## src/rtl/slfr_pkg.sv

```systemverilog
// shared constants and types of the sync/length frame receiver
package slfr_pkg;

    localparam logic [7:0] SYNC_A = 8'hEA;
    localparam logic [7:0] SYNC_B = 8'h55;

    localparam logic [7:0] TYPE_REPLY = 8'd0;
    localparam logic [7:0] TYPE_NOTE  = 8'd1;
    localparam logic [7:0] TYPE_IMAGE = 8'd2;

    localparam logic [7:0] FACE_FLAG   = 8'h80;
    localparam logic [7:0] FACE_LEFT   = 8'h81;
    localparam logic [7:0] FACE_CENTRE = 8'h82;
    localparam logic [7:0] FACE_RIGHT  = 8'h84;

    localparam logic [15:0] USER_ID_LENGTH = 16'd6;

    localparam logic [2:0] KIND_REPLY       = 3'd0;
    localparam logic [2:0] KIND_NOTE_READY  = 3'd1;
    localparam logic [2:0] KIND_NOTE_FACE   = 3'd2;
    localparam logic [2:0] KIND_IMAGE       = 3'd3;
    localparam logic [2:0] KIND_TOO_SHORT   = 3'd4;
    localparam logic [2:0] KIND_BAD_LENGTH  = 3'd5;
    localparam logic [2:0] KIND_UNKNOWN     = 3'd6;

    typedef struct packed {
        logic [2:0]         kind;
        logic [7:0]         reply_msg_id;
        logic [7:0]         reply_code;
        logic [7:0]         reply_first_data;
        logic signed [31:0] user_id;
        logic [7:0]         note_id;
        logic               face_left;
        logic               face_center;
        logic               face_right;
        logic [15:0]        data_length;
    } slfr_result_t;

endpackage

```

## src/rtl/slfr_in_if.sv

```systemverilog
// byte input channel
interface slfr_in_if;
    logic       valid;
    logic       ready;
    logic [7:0] rx_byte;

    modport source (output valid, output rx_byte, input ready);
    modport sink (input valid, input rx_byte, output ready);
endinterface

```

## src/rtl/slfr_out_if.sv

```systemverilog
// frame result channel
interface slfr_out_if;
    logic               valid;
    logic               ready;
    logic [2:0]         kind;
    logic [7:0]         reply_msg_id;
    logic [7:0]         reply_code;
    logic [7:0]         reply_first_data;
    logic signed [31:0] user_id;
    logic [7:0]         note_id;
    logic               face_left;
    logic               face_center;
    logic               face_right;
    logic [15:0]        data_length;

    modport source (
        output valid, output kind, output reply_msg_id, output reply_code,
        output reply_first_data, output user_id, output note_id,
        output face_left, output face_center, output face_right,
        output data_length, input ready
    );
    modport sink (
        input valid, input kind, input reply_msg_id, input reply_code,
        input reply_first_data, input user_id, input note_id,
        input face_left, input face_center, input face_right,
        input data_length, output ready
    );
endinterface

```

## src/rtl/slfr_parser.sv

```systemverilog
// frame state machine and result classification
module slfr_parser (
    input  logic                  clk,
    input  logic                  rst_n,
    input  logic                  byte_valid,
    input  logic [7:0]            byte_in,
    output logic                  res_valid,
    output slfr_pkg::slfr_result_t res
);
    import slfr_pkg::*;

    localparam logic [2:0] PH_HUNT  = 3'd0;
    localparam logic [2:0] PH_SYNC  = 3'd1;
    localparam logic [2:0] PH_TYPE  = 3'd2;
    localparam logic [2:0] PH_LENH  = 3'd3;
    localparam logic [2:0] PH_LENL  = 3'd4;
    localparam logic [2:0] PH_DATA  = 3'd5;
    localparam logic [2:0] PH_CHECK = 3'd6;

    logic [2:0]  phase_reg, phase_next;
    logic [7:0]  type_reg, type_next;
    logic [15:0] len_reg, len_next;
    logic [15:0] pos_reg, pos_next;
    logic [7:0]  mid_reg, mid_next;
    logic [7:0]  code_reg, code_next;
    logic [7:0]  fd_reg, fd_next;
    logic [31:0] uid_reg, uid_next;
    logic [15:0] len_full;
    logic        last_data;

    assign len_full  = {len_reg[15:8], byte_in};
    assign last_data = (pos_reg == (len_reg - 16'd1));

    always_comb
    begin
        phase_next = phase_reg;
        type_next  = type_reg;
        len_next   = len_reg;
        pos_next   = pos_reg;
        mid_next   = mid_reg;
        code_next  = code_reg;
        fd_next    = fd_reg;
        uid_next   = uid_reg;
        if (byte_valid)
        begin
            unique case (phase_reg)
                PH_HUNT:
                begin
                    if (byte_in == SYNC_A)
                        phase_next = PH_SYNC;
                end
                PH_SYNC:
                begin
                    if (byte_in == SYNC_B)
                        phase_next = PH_TYPE;
                    else if (byte_in != SYNC_A)
                        phase_next = PH_HUNT;
                end
                PH_TYPE:
                begin
                    type_next  = byte_in;
                    phase_next = PH_LENH;
                end
                PH_LENH:
                begin
                    len_next   = {byte_in, 8'd0};
                    phase_next = PH_LENL;
                end
                PH_LENL:
                begin
                    len_next   = len_full;
                    pos_next   = 16'd0;
                    mid_next   = 8'd0;
                    code_next  = 8'd0;
                    fd_next    = 8'd0;
                    uid_next   = 32'd0;
                    phase_next = (len_full == 16'd0) ? PH_CHECK : PH_DATA;
                end
                PH_DATA:
                begin
                    if (pos_reg == 16'd0)
                        mid_next = byte_in;
                    if (pos_reg == 16'd1)
                        code_next = byte_in;
                    if (pos_reg == 16'd2)
                        fd_next = byte_in;
                    if (pos_reg >= 16'd2 && pos_reg <= 16'd5)
                        uid_next = {uid_reg[23:0], byte_in};
                    if (last_data)
                        phase_next = PH_CHECK;
                    else
                        pos_next = pos_reg + 16'd1;
                end
                PH_CHECK:
                begin
                    phase_next = PH_HUNT;
                end
                default:
                begin
                    phase_next = PH_HUNT;
                end
            endcase
        end
    end

    always_ff @(posedge clk or negedge rst_n)
    begin
        if (!rst_n)
        begin
            phase_reg <= PH_HUNT;
            type_reg  <= 8'd0;
            len_reg   <= 16'd0;
            pos_reg   <= 16'd0;
            mid_reg   <= 8'd0;
            code_reg  <= 8'd0;
            fd_reg    <= 8'd0;
            uid_reg   <= 32'd0;
        end
        else
        begin
            phase_reg <= phase_next;
            type_reg  <= type_next;
            len_reg   <= len_next;
            pos_reg   <= pos_next;
            mid_reg   <= mid_next;
            code_reg  <= code_next;
            fd_reg    <= fd_next;
            uid_reg   <= uid_next;
        end
    end

    assign res_valid = byte_valid && (phase_reg == PH_CHECK);

    // classification of the completed frame
    always_comb
    begin
        res             = '0;
        res.data_length = len_reg;
        if (len_reg == 16'd0)
            res.kind = KIND_TOO_SHORT;
        else if (type_reg == TYPE_REPLY)
        begin
            if (len_reg < 16'd2)
                res.kind = KIND_BAD_LENGTH;
            else
            begin
                res.kind         = KIND_REPLY;
                res.reply_msg_id = mid_reg;
                res.reply_code   = code_reg;
                if (len_reg >= 16'd3)
                    res.reply_first_data = fd_reg;
                if (len_reg == USER_ID_LENGTH)
                    res.user_id = uid_reg;
            end
        end
        else if (type_reg == TYPE_NOTE)
        begin
            if (mid_reg == 8'd0)
                res.kind = KIND_NOTE_READY;
            else
            begin
                res.kind = KIND_NOTE_FACE;
                if ((mid_reg & FACE_FLAG) == FACE_FLAG)
                begin
                    res.face_left   = ((mid_reg & FACE_LEFT) == FACE_LEFT);
                    res.face_center = ((mid_reg & FACE_CENTRE) == FACE_CENTRE);
                    res.face_right  = ((mid_reg & FACE_RIGHT) == FACE_RIGHT);
                end
                else
                    res.note_id = mid_reg;
            end
        end
        else if (type_reg == TYPE_IMAGE)
            res.kind = KIND_IMAGE;
        else
            res.kind = KIND_UNKNOWN;
    end

    // position never runs past the length while data is read
    a_pos_in_range: assert property (@(posedge clk) disable iff (!rst_n)
        (phase_reg == PH_DATA) |-> (pos_reg < len_reg))
        else $error("data position beyond frame length");

    // an empty frame goes straight to the check byte
    a_empty_to_check: assert property (@(posedge clk) disable iff (!rst_n)
        (byte_valid && phase_reg == PH_LENL && len_full == 16'd0)
        |=> (phase_reg == PH_CHECK))
        else $error("zero length frame did not skip data");

    // after a result the parser is hunting again
    a_check_to_hunt: assert property (@(posedge clk) disable iff (!rst_n)
        res_valid |=> (phase_reg == PH_HUNT))
        else $error("parser did not return to hunting after a frame");

endmodule

```

## src/rtl/sync_length_frame_receiver_top.sv

```systemverilog
// top level of the sync/length frame receiver
//
//  channel  dir  payload                                  handshake
//  rx       in   rx_byte[7:0]                             valid/ready
//  result   out  kind, reply fields, user_id, note/face,  valid/ready
//                data_length
//
// one received byte is taken per cycle while rx.ready is high; the parser state
// advances at the same edge, and the check byte's transaction loads the result
// register at that edge, so the result is offered from the next cycle on
// rx.ready is high whenever the result register is empty or being taken; while a
// result waits and is not taken every byte stalls
// rst_n clears the parser state and the result valid flag asynchronously;
// the parser comes out of reset hunting for the first sync byte
// only the check byte of a frame writes the result register
module sync_length_frame_receiver_top (
    input  logic        clk,
    input  logic        rst_n,
    slfr_in_if.sink     rx,
    slfr_out_if.source  result
);
    import slfr_pkg::*;

    logic         accept;
    logic         res_valid;
    slfr_result_t res;

    // output register
    logic         result_valid_reg, result_valid_next;
    slfr_result_t result_reg;

    // free when empty or when the waiting result goes this cycle
    assign rx.ready = !result_valid_reg || result.ready;
    assign accept   = rx.valid && rx.ready;

    slfr_parser u_parser (
        .clk        (clk),
        .rst_n      (rst_n),
        .byte_valid (accept),
        .byte_in    (rx.rx_byte),
        .res_valid  (res_valid),
        .res        (res)
    );

    always_comb
    begin
        result_valid_next = result_valid_reg;
        if (result.ready)
            result_valid_next = 1'b0;
        if (accept && res_valid)
            result_valid_next = 1'b1;
    end

    always_ff @(posedge clk or negedge rst_n)
    begin
        if (!rst_n)
            result_valid_reg <= 1'b0;
        else
            result_valid_reg <= result_valid_next;
    end

    // payload loads only with a new result
    always_ff @(posedge clk)
    begin
        if (accept && res_valid)
            result_reg <= res;
    end

    assign result.valid            = result_valid_reg;
    assign result.kind             = result_reg.kind;
    assign result.reply_msg_id     = result_reg.reply_msg_id;
    assign result.reply_code       = result_reg.reply_code;
    assign result.reply_first_data = result_reg.reply_first_data;
    assign result.user_id          = result_reg.user_id;
    assign result.note_id          = result_reg.note_id;
    assign result.face_left        = result_reg.face_left;
    assign result.face_center      = result_reg.face_center;
    assign result.face_right       = result_reg.face_right;
    assign result.data_length      = result_reg.data_length;

    // a new result only follows an accepted byte
    a_result_from_byte: assert property (@(posedge clk) disable iff (!rst_n)
        $rose(result.valid) |-> $past(rx.valid && rx.ready))
        else $error("result appeared without an accepted byte");

    // face flags belong to note face transactions only
    a_face_kind: assert property (@(posedge clk) disable iff (!rst_n)
        (result.valid && (result.face_left || result.face_center || result.face_right))
        |-> (result.kind == KIND_NOTE_FACE))
        else $error("face flags on a non face result");

    // reply fields are zero outside replies
    a_reply_fields: assert property (@(posedge clk) disable iff (!rst_n)
        (result.valid && result.kind != KIND_REPLY)
        |-> (result.user_id == 32'sd0 && result.reply_msg_id == 8'd0
             && result.reply_code == 8'd0))
        else $error("reply fields set on a non reply result");

endmodule
```

## src/flat_wrapper.sv

```systemverilog
// flat-port wrapper written by rule: the top's interface ports become plain ports
module sync_length_frame_receiver_top_flat import slfr_pkg::*;
  (clk, rst_n, rx_valid, rx_rx_byte, rx_ready, result_valid, result_kind, result_reply_msg_id, result_reply_code, result_reply_first_data, result_user_id, result_note_id, result_face_left, result_face_center, result_face_right, result_data_length, result_ready);
  slfr_in_if rx_i ();
  slfr_out_if result_i ();
  input  logic clk;
  input  logic rst_n;
  input wire logic [$bits(rx_i.valid)-1:0] rx_valid;
  input wire logic [$bits(rx_i.rx_byte)-1:0] rx_rx_byte;
  output wire logic [$bits(rx_i.ready)-1:0] rx_ready;
  output wire logic [$bits(result_i.valid)-1:0] result_valid;
  output wire logic [$bits(result_i.kind)-1:0] result_kind;
  output wire logic [$bits(result_i.reply_msg_id)-1:0] result_reply_msg_id;
  output wire logic [$bits(result_i.reply_code)-1:0] result_reply_code;
  output wire logic [$bits(result_i.reply_first_data)-1:0] result_reply_first_data;
  output wire logic [$bits(result_i.user_id)-1:0] result_user_id;
  output wire logic [$bits(result_i.note_id)-1:0] result_note_id;
  output wire logic [$bits(result_i.face_left)-1:0] result_face_left;
  output wire logic [$bits(result_i.face_center)-1:0] result_face_center;
  output wire logic [$bits(result_i.face_right)-1:0] result_face_right;
  output wire logic [$bits(result_i.data_length)-1:0] result_data_length;
  input wire logic [$bits(result_i.ready)-1:0] result_ready;
  assign rx_i.valid = rx_valid;
  assign rx_i.rx_byte = rx_rx_byte;
  assign rx_ready = rx_i.ready;
  assign result_valid = result_i.valid;
  assign result_kind = result_i.kind;
  assign result_reply_msg_id = result_i.reply_msg_id;
  assign result_reply_code = result_i.reply_code;
  assign result_reply_first_data = result_i.reply_first_data;
  assign result_user_id = result_i.user_id;
  assign result_note_id = result_i.note_id;
  assign result_face_left = result_i.face_left;
  assign result_face_center = result_i.face_center;
  assign result_face_right = result_i.face_right;
  assign result_data_length = result_i.data_length;
  assign result_i.ready = result_ready;
  sync_length_frame_receiver_top u_core (.clk(clk), .rst_n(rst_n), .rx(rx_i), .result(result_i));
endmodule
```

## config.mk

```make
export PLATFORM = sky130hd
export DESIGN_NAME = sync_length_frame_receiver_top_flat
export DESIGN_NICKNAME = d
export VERILOG_FILES = /design/src/rtl/slfr_pkg.sv /design/src/rtl/slfr_in_if.sv /design/src/rtl/slfr_out_if.sv /design/src/rtl/slfr_parser.sv /design/src/rtl/sync_length_frame_receiver_top.sv /design/src/flat_wrapper.sv
export SDC_FILE = /design/constraint.sdc
export NUM_CORES = 1
export LEC_CHECK = 0
export ABC_AREA = 0
export BUFFER_PORTS_ARGS = -buffer_cell sky130_fd_sc_hd__buf_4
export CAP_MARGIN = 40
export CORE_MARGIN = 2
export CORE_UTILIZATION = 52
export DETAILED_ROUTE_END_ITERATION = 7
export GPL_TIMING_DRIVEN = 0
export PLACE_DENSITY = 0.76
export SLEW_MARGIN = 40
export SYNTH_ARGS = -nofsm -noshare
export SYNTH_HDL_FRONTEND = slang
export SYNTH_SLANG_ARGS = --single-unit
```

## constraint.sdc

```tcl
create_clock -name clk -period 4.7 [get_ports clk]
set_input_delay 1.175 -clock clk [delete_from_list [all_inputs] [get_ports clk]]
set_output_delay 1.175 -clock clk [all_outputs]
set_load 0.05 [all_outputs]
```

* After elaboration in Yosys (flattened, before gate mapping)
Cells that the tools add are included.
** Storage, ports and cells
- Bits in writable memories :: 0
- Bits in latches :: 0
- Output and inout bits :: 88
- ROM bits :: 0
- Memories :: 0
- Logic and storage cells :: 113
- Bits in registers :: 186
** Operators by class
- $lt $le $gt $ge :: 4
- Reductions and logical operators :: 30
- Equal/unequal tests :: 26
- Bitwise operators :: 6
- Add/sub/neg operators :: 2
- Multiplexer cells :: 24
- Shifts and indexed selects :: 0
- Divide/modulo/power cells :: 0
- Multiply operators :: 0
** Operators by type and width (count)
- $pmux 16 s2 :: 2
- $pmux 32 s2 :: 1
- $logic_not 16->1 :: 3
- $pmux 8 s2 :: 3
- $ge 16x2->1 const B :: 2
- $mux 32 :: 1
- $mux 3 :: 8
- $mux 8 :: 3
- $pmux 3 s6 :: 1
- $reduce_and 3->1 :: 6
- $add 16x1->16 const B :: 1
- $eq 16x1->1 const B :: 1
- $eq 16x16->1 :: 1
- $eq 16x2->1 const B :: 1
- $eq 16x3->1 const B :: 1
- $le 16x3->1 const B :: 1
- $logic_not 8->1 :: 2
- $lt 16x2->1 const B :: 1
- $mux 16 :: 1
- $sub 16x1->16 const B :: 1
- $ne 2x2->1 const B :: 7
- $reduce_or 4->1 :: 3
- $reduce_or 5->1 :: 2
- $eq 3x3->1 const B :: 3
- other kinds (20) :: 36

* Depth between registers and ports, before layout
- Word-level depth :: 6
- Gate-level depth with buffers :: 11
- Depth with buffers taken out :: 10

* Modules after synthesis
Synthesis repeated with hierarchy kept, for this count alone.
** Second synthesis, totals
- Cells, all modules :: 708
- Area total of the unflattened synthesis :: 8262.9 um^2
** By module, submodules not included
- slfr_parser :: instances 1, cells each 616, sequential area each 2477.4 um^2, area an instance 5611.6 um^2
- sync_length_frame_receiver_top :: instances 1, cells each 92, sequential area each 2607.5 um^2, area an instance 2651.3 um^2

* Worst setup path after synthesis
OpenSTA, ideal clock, no wires.
- Kind :: input -> register
- Start :: in result_ready
- End :: reg u_core.result_reg, in the netlist u_core.result.data_length[0], enable pin
- Cell stages on the path :: 4
- Setup slack :: -1.474 ns
- Data arrival time :: 5.645 ns
- Setup time :: 0.529 ns
- Buffers on the path :: 1
- Data required time :: 4.171 ns
- Cell sequence :: nand2b_1 -> clkbuf_1 -> nand4_1 -> nor2_1
** On the way
- Longest elaborated chain between the ends :: 4
** Ends and longest elaborated chain
- from (decl) :: RTL line flat_wrapper.sv:22 : input wire logic [$bits(result_i.ready)-1:0] result_ready;
- $logic_or 1x1->1 * :: RTL line sync_length_frame_receiver_top.sv:33 : assign rx.ready = !result_valid_reg || result.ready;
- via rx_ready :: RTL line flat_wrapper.sv:10 : output wire logic [$bits(rx_i.ready)-1:0] rx_ready;
- $logic_and 1x1->1 * :: RTL line sync_length_frame_receiver_top.sv:34 : assign accept = rx.valid && rx.ready;
- $logic_and 1x1->1 :: RTL line slfr_parser.sv:132 : assign res_valid = byte_valid && (phase_reg == PH_CHECK);
- $logic_and 1x1->1 * :: RTL line sync_length_frame_receiver_top.sv:65 : if (accept && res_valid)
- to (signal assigned) :: RTL line sync_length_frame_receiver_top.sv:66 : result_reg <= res;
- to (decl) :: RTL line sync_length_frame_receiver_top.sv:30 : slfr_result_t result_reg;
The timed path passes the listed nets; every way through them passes the cells marked *.
A chain may end at the register's enable or synchronous reset.

* Worst setup path after layout
- Start :: reg u_core.u_parser.len_reg[8]
- End :: reg u_core.result_reg, in the netlist u_core.result.user_id[9], data pin
** On the way
- Longest elaborated chain between the ends :: 3
- Elaborated cells between the ends (all ways) :: 5
- Those cells by class :: 1 x order compare; 1 x eq/ne; 1 x bitwise; 2 x reduce/logical
** Ends and longest elaborated chain
- from (decl) :: RTL line slfr_parser.sv:22 : logic [15:0] len_reg, len_next;
- from (signal assigned) :: RTL line slfr_parser.sv:123 : len_reg <= len_next;
- parallel branches: the longest is 2 deep, another holds $lt 16x2->1
- $reduce_or 4->1 (no line) *
Mark *: on every way between the ends.

==> summary.md <==
| Metric | Value |
|---|---|
| Worst Path Required | `roughly 5 ns` |
| Final HPWL DP | `approximately 12000 um` |
| Width of the die | `128 um` |
| Leakage | `4.23 nW` |
| Largest net degree at the start of global routing | `101` |
| Clock sink count | `185` |
| Area growth syn-to-layout | `22.1%` |
| Result of the run | `finished, final reports clean` |
| Flip-flop and latch count after synthesis | `185` |
| Crit path from | `u_core.u_parser.len_reg[8]` |
| Remaining routing DRC violations | `0` |
| Cell Area, Synth | `8000 um2` |
| Sum of routed wire length over all layers | `18000 um` |
| Antenna diode instance count | `0` |
| Least-Margin Pin Slew | `0.796 ns` |
| Effective utilization at floorplan | `0.528` |
| Ratio of cells with drive above 1 in the final layout | `0.197` |
| Cell count after synthesis | `684` |
| Final-layout setup total negative slack | `0 ns` |
| Util after Layout | `0.645` |
| Wire length per cell | `17.8 um` |
| Placement row count | `45` |
| Worst clock skew | `0.0107 ns` |
| Port Buf Inserts | `98` |
| Final layout net count | `826` |
| Clock-pin slew reported for the worst setup and hold paths after clock tree synthesis | `roughly 0.070 ns` |
| Clock Tree Buf Depth | `2` |
| Placer Congestion | `0.927` |
| Max frequency | `between 0.2 and 0.3 GHz` |
| Portion of synthesized cell area occupied by the leading cell type | `0.319` |
| Netlist cell types | `54` |
| Ports | `100` |
| Crit Path Class | `flop to flop` |
| Largest voltage drop on the vdd net | `0.000317 V` |
| Post-CTS sizing | `0` |
| Startpoint types | `flop` |
| Max Cap Viol | `0` |
| Global router's overall resource usage | `0.225` |
| Shortest period the worst path allows | `3.54 ns` |
| Register area share after synthesis | `0.632` |
| Final max-slew violation count | `0` |
| Mean instance size in the synthesized netlist | `11.7 um2` |
| Post-cts hold buffer count | `0` |
| Mean number of vias per cell | `about 5.8` |
| CP dominant cell by count | `sky130_fd_sc_hd__clkbuf_1` |
| Post-CTS setup buffer count | `0` |
| Count of flip-flops with a built-in enable after synthesis | `85` |
| List of cells traversed by the critical path | `clkbuf_1 > or4_1 > nor4b_2 > nand3_1 > nor2_1 > nor4b_4 > and4_1 > clkbuf_1 > and2_1` |
| Most frequent standard cell in the layout excluding fill and tap cells | `sky130_fd_sc_hd__dfrtp_1` |
| Maximum fanout count along the critical path | `10` |
| Post-synth ARST share | `0.541` |
| Min-delay worst type | `flop to flop` |
| Highest cell delay on the worst timing path | `~0.70 ns` |
| Total congestion overflow | `0` |
| Startpoint of the worst register-to-register path | `u_core.u_parser.len_reg[8]` |
| Part of the cycle the worst path needs | `0.752` |
| Synthesized Nets | `between 700 and 800` |
| TritonCTS clock tree | `yes` |
| Number of antenna violations at the first check in global routing | `0` |
| Clock root buffer master | `sky130_fd_sc_hd__clkbuf_16` |
| Worst max-slew margin expressed relative to the limit | `0.468` |
| Biggest area contributors in the synthesized netlist | `sky130_fd_sc_hd__edfxtp_1 32%, sky130_fd_sc_hd__dfrtp_1 31%, sky130_fd_sc_hd__and2_1 4.8%` |
| Beginning of the worst hold path | `u_core.u_parser.len_reg[2]` |
| Vias post-DR | `5837` |
| Remaining number of nets flagged by the antenna check after routing | `0` |
| Die Y-Extent | `128 um` |
| Cell with the biggest individual delay on the critical path | `sky130_fd_sc_hd__nor4b_2` |
| Unrepaired setup endpoints after global routing | `no` |
| Area of the core | `around 15000 um2` |
| Final Hold Vio Count | `0` |
| Most frequent cells in the layout | `100 x sky130_fd_sc_hd__dfrtp_1, 98 x sky130_fd_sc_hd__buf_4, 85 x sky130_fd_sc_hd__edfxtp_1` |
| Most frequently used flop master after synthesis | `sky130_fd_sc_hd__dfrtp_1` |
| Cell area power density | `between 400 and 500 nW/um2` |
| Skew-Pair Late Insertion Delay | `0.43 ns` |
| Worst R2R Setup Slack | `1.16 ns` |
| Ys Warns | `0` |
| H-tree level count | `4` |
| First-iteration detailed-routing DRC count | `502` |
| Via count of the first global-routing pass | `5668` |
| TritonRoute pass-1 iters | `5` |
| Global-route wire length before repair | `28800 um` |
| Number of setup violations in the final report | `0` |
| Arrival @ worst endpoint | `3.72 ns` |
| Endpoint kind of the worst setup timing path | `flop` |
| Total CTS buffers | `17` |
| Cell taking the most area after synthesis | `sky130_fd_sc_hd__edfxtp_1` |
| Overall die area | `16400 um2` |
## metal layers
metal	share of wire	GRT usage	up-vias
li1	-	-	2712
met5	0	0	-
met2	0.49	0.366	219
met4	0.026	0.0886	0
met1	0.43	0.297	2862
met3	0.060	0.0505	44
## synthesized netlist by cell type, drive strengths merged, types with 2 or more instances
master    n
and3      5
nand3    43
mux2i     3
nand4     9
nor4b     3
xnor2    16
xor2      5
mux2      8
a32o      2
nor2     26
nor4     11
ha        8
a31oi     2
and4      4
a22o     32
or3b      2
o22ai     2
o31ai     2
nor3     12
nand4b    2
clkbuf   34
buf       7
inv      10
nor2b     9
dfrtp   100
or4       8
a211oi    2
or3      12
edfxtp   85
nand2b    4
a21oi    24
o21ai    48
nand2    69
and2     63
## worst max-delay path: cells and delay by family (launching register included)
family	cells	cell delay (ns)
and+or+nand+nor	7	2.46
buffers and inverters	2	0.43
DFF	1	0.38
## area by class of cell
type	instances	area, um2
fillers	1135	5370
flip-flops and latches	185	5050
multi-input cells	447	2780
repair buffers	103	868
clock buffers	18	450
well taps	188	235
clock inverters	14	178
plain buffers	41	171
inverters	11	41.3
## power breakdown
| group | internal, mW | total [mW] | switching [mW] |
|---|---|---|---|
| clock | 0.839 | 1.50 | 0.662 |
| combinational | 0.474 | 1.26 | 0.785 |
| sequential | 1.86 | 2.05 | 0.185 |
| total | 3.18 | 4.81 | 1.63 |
## cell families (layout without fill, tap and decap cells)
| logic type | after synthesis | after routing | share of synthesized area |
|---|---|---|---|
| compound gates | 122 | 122 | 0.0994 |
| xor+xnor | 21 | 21 | 0.0230 |
| fa+ha+maj | 8 | 8 | 0.0125 |
| buf+inv | 52 | 187 | 0.0266 |
| flops | 185 | 185 | 0.632 |
| mux | 11 | 11 | 0.0150 |
| other cells | 1 | 1 | 0.000469 |
| simple gates | 284 | 284 | 0.191 |
## worst paths after layout
| kind | endpoint | cells past startpoint |
|---|---|---|
| worst max-delay path | u_core.result.user_id[9] | 9 |
| worst min register to register | u_core.result.data_length[2] | 0 |
| worst min-delay path | u_core.result.data_length[2] | 0 |
| min in group asynchronous | u_core.result.valid | 1 |
| max in group asynchronous | u_core.u_parser.len_reg[4] | 2 |
| worst max register to register | u_core.result.user_id[9] | 9 |
## metrics by stage
step	instance area, um2	total power, mW	hold WS [ns]	worst slack (ns)	cells
floorplan	8010	2.92	0.420	0.849	684
global placement	8980	3.20	0.429	0.711	970
detailed placement	9100	3.28	0.429	1.23	974
CTS	9730	4.77	0.449	1.23	1006
global route	9770	5.04	0.458	0.943	1007
finish	9770	4.81	0.446	1.16	1007
Note: power is estimated with default switching activity, not from simulation.
